===== src/hw/rtl/tcrrq_pkg.sv =====
// ----------------------------------------------------------------------------
// tcrrq_pkg: shared types and constants of the round-robin band scheduler
// Sizes of the band queues, status codes, per-band descriptor layout.
// ----------------------------------------------------------------------------
`default_nettype none

package tcrrq_pkg;

    // sizing
    localparam int MAX_BANDS   = 16;
    localparam int QUEUE_DEPTH = 64;
    localparam int HANDLE_BITS = 16;

    localparam int BIDX_W  = $clog2(MAX_BANDS);          // band index into storage
    localparam int PTR_W   = $clog2(QUEUE_DEPTH);        // queue slot pointer
    localparam int CNT_W   = $clog2(QUEUE_DEPTH + 1);    // queue fill count
    localparam int SADDR_W = BIDX_W + PTR_W;             // handle store address
    localparam int SDEPTH  = MAX_BANDS * QUEUE_DEPTH;

    // fixed field widths
    localparam int BAND_W = 4;
    localparam int NB_W   = 5;
    localparam int MAP_W  = 64;
    localparam int OCC_W  = 7;
    localparam int HOUT_W = 16;
    localparam int STAT_W = 3;

    // register indexes
    localparam logic REG_TOS_MAP   = 1'b0;
    localparam logic REG_NUM_BANDS = 1'b1;

    localparam logic [MAP_W-1:0] TOS_MAP_RESET   = 64'h1111_1111_0021_2221;
    localparam logic [NB_W-1:0]  NUM_BANDS_RESET = 5'd3;

    // request kinds
    localparam logic KIND_ENQ = 1'b0;
    localparam logic KIND_DEQ = 1'b1;

    // result status codes
    localparam logic [STAT_W-1:0] STAT_ENQ   = 3'd0;
    localparam logic [STAT_W-1:0] STAT_FULL  = 3'd1;
    localparam logic [STAT_W-1:0] STAT_BAD   = 3'd2;
    localparam logic [STAT_W-1:0] STAT_DEQ   = 3'd3;
    localparam logic [STAT_W-1:0] STAT_EMPTY = 3'd4;

    // per-band queue descriptor
    typedef struct packed {
        logic [PTR_W-1:0] head;
        logic [PTR_W-1:0] tail;
        logic [CNT_W-1:0] count;
    } t_meta;

    // classification and scan answer
    typedef struct packed {
        logic [BAND_W-1:0] band;
        logic              bad;
        logic              empty;
    } t_pick;

    // circular pointer advance
    function automatic logic [PTR_W-1:0] ptr_next(input logic [PTR_W-1:0] p);
        logic [PTR_W-1:0] r;
        if (p == PTR_W'(QUEUE_DEPTH - 1)) begin
            r = '0;
        end else begin
            r = p + 1'b1;
        end
        return r;
    endfunction

endpackage

`default_nettype wire


===== src/hw/rtl/tcrrq_pick.sv =====
// ----------------------------------------------------------------------------
// tcrrq_pick: band classification and round-robin scan
// Picks the target band of an enqueue, or the band to serve for a dequeue.
// ----------------------------------------------------------------------------
`default_nettype none

module tcrrq_pick
    import tcrrq_pkg::*;
(
    input  wire logic                    i_kind,
    input  wire logic [7:0]              i_tos_byte,
    input  wire logic                    i_tos_present,
    input  wire logic                    i_filter_matched,
    input  wire logic signed [7:0]       i_filter_band,
    input  wire logic [MAP_W-1:0]        i_tos_map,
    input  wire logic [NB_W-1:0]         i_num_bands,
    input  wire logic [MAX_BANDS-1:0]    i_nonempty,
    input  wire logic [BAND_W-1:0]       i_last_served,
    output t_pick                        o_pick
);

    logic [NB_W-1:0]      nb;
    logic [3:0]           map_idx;
    logic [BAND_W-1:0]    entry0;
    logic [BAND_W-1:0]    entry_tos;
    logic                 fb_in_range;
    logic [BAND_W-1:0]    enq_band;
    logic [NB_W-1:0]      start;
    logic [MAX_BANDS-1:0] avail;
    logic [MAX_BANDS-1:0] upper;
    logic [BAND_W-1:0]    up_idx;
    logic [BAND_W-1:0]    all_idx;

    // lowest set bit of a band vector
    function automatic logic [BAND_W-1:0] lowest_set(input logic [MAX_BANDS-1:0] v);
        logic [BAND_W-1:0] r;
        r = '0;
        for (int i = MAX_BANDS - 1; i >= 0; i--) begin
            if (v[i]) begin
                r = BAND_W'(i);
            end
        end
        return r;
    endfunction

    // bands in use, clamped to the storage
    assign nb = (i_num_bands > NB_W'(MAX_BANDS)) ? NB_W'(MAX_BANDS) : i_num_bands;

    // map lookup
    assign map_idx   = i_tos_byte[4:1];
    assign entry0    = i_tos_map[BAND_W-1:0];
    assign entry_tos = i_tos_map[{map_idx, 2'b00} +: BAND_W];

    // filter answer is usable only when non-negative and below the band count
    assign fb_in_range = !i_filter_band[7] &&
                         ($unsigned(i_filter_band) < {3'b000, nb});

    // enqueue band choice
    always_comb begin
        enq_band = entry0;
        if (i_filter_matched) begin
            if (fb_in_range) begin
                enq_band = i_filter_band[BAND_W-1:0];
            end
        end else if (i_tos_present) begin
            enq_band = entry_tos;
        end
    end

    // scan start after the last served band, wrapping at the band count
    always_comb begin
        start = NB_W'(i_last_served) + 1'b1;
        if (start >= nb) begin
            start = '0;
        end
    end

    // candidate bands: non-empty and in use; upper part from the start on
    always_comb begin
        for (int i = 0; i < MAX_BANDS; i++) begin
            avail[i] = i_nonempty[i] && (NB_W'(i) < nb);
            upper[i] = avail[i] && (NB_W'(i) >= start);
        end
    end

    assign up_idx  = lowest_set(upper);
    assign all_idx = lowest_set(avail);

    // answer
    always_comb begin
        o_pick = '0;
        if (i_kind == KIND_ENQ) begin
            o_pick.band = enq_band;
            o_pick.bad  = ({1'b0, enq_band} >= nb);
        end else begin
            o_pick.empty = (avail == '0);
            if (upper != '0) begin
                o_pick.band = up_idx;
            end else if (avail != '0) begin
                o_pick.band = all_idx;
            end
        end
    end

endmodule

`default_nettype wire


===== config.mk =====
export PLATFORM = sky130hd
export DESIGN_NAME = tcrrq_pick
export DESIGN_NICKNAME = d
export VERILOG_FILES = /design/src/hw/rtl/tcrrq_pkg.sv /design/src/hw/rtl/tcrrq_pick.sv
export SDC_FILE = /design/constraint.sdc
export NUM_CORES = 1
export LEC_CHECK = 0
export BUFFER_PORTS_ARGS = -buffer_cell sky130_fd_sc_hd__buf_2
export CAP_MARGIN = 20
export CORE_UTILIZATION = 48
export DETAILED_ROUTE_END_ITERATION = 10
export PLACE_DENSITY_LB_ADDON = 0.08
export SETUP_SLACK_MARGIN = 0.3
export SLEW_MARGIN = 20
export SYNTH_ARGS = -nofsm -noshare
export SYNTH_HDL_FRONTEND = slang
export SYNTH_SLANG_ARGS = --single-unit

===== constraint.sdc =====
create_clock -name vclk -period 3.7
set_input_delay 0.37 -clock vclk [all_inputs]
set_output_delay 0.37 -clock vclk [all_outputs]
set_load 0.05 [all_outputs]

# After elaboration in Yosys (flattened, before gate mapping)
# Cells that the tools add are included.
# op_classes
n_addsub,1
magnitude_cmp,36
n_shift,1
n_mux,42
n_reduce_logical,37
# ops
op,n
4-bit two-way mux,38
64-bit by 7-bit indexed part select with 4-bit output,1
"4-bit by 5-bit greater-or-equal comparator with 1-bit output, first input constant",8
"4-bit by 5-bit less-than comparator with 1-bit output, first input constant",8
1-bit logical AND,33
16-bit nonzero test,2
"3-bit by 5-bit greater-or-equal comparator with 1-bit output, first input constant",4
"3-bit by 5-bit less-than comparator with 1-bit output, first input constant",4
16-bit logical NOT,1
"1-bit by 5-bit greater-or-equal comparator with 1-bit output, first input constant",2
"2-bit by 5-bit greater-or-equal comparator with 1-bit output, first input constant",2
"1-bit by 5-bit less-than comparator with 1-bit output, first input constant",2
"2-bit by 5-bit less-than comparator with 1-bit output, first input constant",2
5-bit two-way mux,2
8-bit by 5-bit less-than comparator with 1-bit output,1
"4-bit by 1-bit adder with 5-bit output, second input constant",1
4-bit by 5-bit greater-or-equal comparator with 1-bit output,1
5-bit greater-or-equal comparator,1
"5-bit > comparator, second input constant",1
1-bit two-way mux,2
1-bit logical NOT,1
# totals
regBits,0
in_bits,108

# Longest topological paths before layout
# logic_depth
depth_word,24
depth_mapped,16
ltp_nobuf,14

# Worst setup path after synthesis
# No wires, ideal clock.
# synth_path
path_type,input-to-output
from,in i_last_served[0]
to,out o_pick[3] (netlist name)
t_arrival_ps,3648
setup_slack_ps,-318
path_stages,13
n_path_buf,2
path_cell_list,ha_1 -> buf_2 -> xor2_1 -> ha_1 -> a21o_1 -> a31o_2 -> a32o_2 -> buf_6 -> o31ai_1 -> a21oi_1 -> nor4_1 -> o31ai_1 -> o211ai_1
# synth_lines
item,line_no,rtl
start: declaration,tcrrq_pick.sv:18,"input wire logic [BAND_W-1:0] i_last_served,"
end: declaration,tcrrq_pick.sv:19,output t_pick o_pick

==> reports/metrics.yaml <==
run_status:
  status: "finished with violations"
  violations: "design-rule violations"
placement:
  place_hpwl_um: 6640
  gp_congestion: 0.898
  io_buffers: 110
  pre_cts_ws_ns: -0.139
power_and_ir_drop:
  fin_total_pwr_uw: 578
  p_switching_uw: 294
  power_density_mw_per_mm2: 169
  p_clk_share_pct: 0
  ir_drop_uv: 87.6
  p_comb_share_pct: 100.0
  power.leakage_nw: 1.53
  p_seq_share_pct: 0
  switching_share_pct: 50.7
  p_int_uw: 285
synthesis:
  ys_warn_count: 0
  syn_area_per_cell_um2: 7.82
  synth_nets: 410
  synth_area_leaders: "mux4_2 20%, ha_1 6.6%, a21o_1 4.6%, a21oi_1 3.8%, o21ai_0 3.5%"
  synth_common_cells: "21 x nand2_1, 20 x mux4_2, 17 x a21oi_1, 16 x nor2_1, 16 x o21ai_0"
  synth-simple-area-share_pct: 23.6
  synth.most_common_cell: "nand2_1"
  netlist_area_mm2: 0.00227
  synthAdderAreaFrac_pct: 7.12
  synth-xor-area-share_pct: 0.773
  synth.mux.area_fraction_pct: 22.7
  synth_seq_area_share_pct: 0
  synth_top_family_by_area: "compound AO/OA/AOI/OAI gates"
  synth_top_area_share_pct: 19.9
  syn_inst: 290
  synth_area_leader_cell: "mux4_2"
  synth_cell_type_count: 70
  synth_compound_area_share_pct: 39.0
hold_path:
  min_from: "i_kind"
  worstHoldPathType: "primary input to primary output"
global_route:
  grt_max_degree: 18
  grt_use_met2_pct: 62.4
  overflow: 0
  use_met1_pct: 37.2
  grt.total_usage_pct: 32.3
  top_usage_layer: "met2"
  grt_pass1_vias: 2984
  grt_pass1_wl_um: 13200
  grt.met3_usage_pct: 1.99
  antenna_found_initial: 0
sta:
  min_period_over_period_pct: 94.9
  max_freq_mhz: 285
  rsz0062_at_grt: "true"
  fin_ws_ns: 0.190
  slew_headroom_pct: 61.4
  drv_slew: 0
  hold_violations: 0
  min_period_ns: 3.51
  hold_ws_ns: 1.17
  tightestPinTransition_ns: 0.573
  fin_tns_setup_ns: 0
  finalSetupViolCount: 0
critical_path:
  cp_max_fo: 5
  critical_path_class: "primary input to primary output"
  worstPathArrival_ns: 3.14
  endpoint: "o_pick[4]"
  cp-end-kind: "primary output"
  required_ns: 3.33
  cp-start-kind: "primary input"
  startpoint: "i_last_served[0]"
finish:
  num-nets-final: 541
  n_clock_buffer: 0
  seqCellArea_um2: 0
  drive_gt1_share_pct: 52.7
  seq_cells: 0
  antennaDiodeCount: 0
  postLayoutCoreUtil_pct: 77.0
  area_growth_pct: 51.0
die:
  die_area_mm2: 0.00500
  start_util_pct: 51.0
  coreArea_mm2: 0.00444
  fp.dieH_um: 70.7
  rows: 24
  ios: 114
  die_w_um: 70.7
drt:
  routed-via-count: 3037
  routed_wl_um: 8240
  ant_nets: 0
  avgViaCountPerCell: 6.45
  drt_iter0_drc: 207
  firstDrtPassIters: 8
  drcViolationCount: 2
  avgRoutedWirePerCell_um: 17.5
run:
  maxCapViolCount: 0
clock_network:
  postCtsHoldBufs: 0
-- what timing repair did --
action                     CTS  global route
setup endpoints to repair    5             5
resized for setup           28            19
gates cloned                 1             0
pin swaps                   20            17
setup buffers                6             3
-- cells in the final DEF (no fill, tap or decap), types with 7 or more instances in the layout --
cell type / instances
buf_2: 101
buf_4: 41
mux4_2: 20
nand2_1: 19
o21ai_0: 16
nor2_1: 15
a21oi_1: 15
a21o_1: 13
nor2b_1: 9
inv_1: 8
ha_1: 8
nand2b_1: 7
o21a_1: 7
-- through the flow --
step,instance area (µm²),cells
2_1_floorplan,2410,290
3_3_place_gp,3130,461
3_5_place_dp,3130,461
4_1_cts,3310,468
5_1_grt,3420,471
6_report,3420,471
-- worst min-delay path by stage --
stage          slack, ns         to  depth (start not counted)
2_1_floorplan       1.09  o_pick[4]                          2
3_3_place_gp        1.23  o_pick[1]                          3
3_5_place_dp        1.23  o_pick[1]                          3
4_1_cts             1.17  o_pick[1]                          3
5_1_grt             1.19  o_pick[1]                          3
6_report            1.17  o_pick[1]                          3
-- routing by layer --
metal | share of wire, % | wire (µm)
met3 | 5.8 | 481
met5 | 0 | 0
met4 | 3.4 | 282
met2 | 52 | 4320
met1 | 38 | 3150
-- critical path, cell delays in order --
cell	delay [ns]
buf_8	0.10
ha_4	0.17
xor2_4	0.16
ha_4	0.22
a21o_1	0.20
a31o_4	0.22
a32o_2	0.30
o41ai_2	0.45
o21ai_2	0.14
buf_4	0.15
buf_6	0.10
o211ai_1	0.24
o41ai_2	0.11
buf_4	0.20
-- area by class of cell --
class | instances | area [µm²]
tap | 52 | 65.1
inverter | 10 | 40.0
fill | 349 | 1020
multi-input combinational | 258 | 2390
timing repair buffer | 151 | 931
-- power by group through the flow --
stage               logic [mW]  registers (mW)  clock network, mW
detailed placement       0.494               0                  0
finish                   0.578               0                  0
global placement         0.489               0                  0
floorplan                0.340               0                  0
global route             0.620               0                  0
CTS                      0.542               0                  0
-- cells by family after synthesis --
logic type	after synthesis
AO/OA/AOI/OAI	120
XOR/XNOR	2
adder cells (fa/ha/maj)	13
buffers and inverters	33
multiplexers	26
AND/OR/NAND/NOR	96
(Power assumes the default switching activity.)
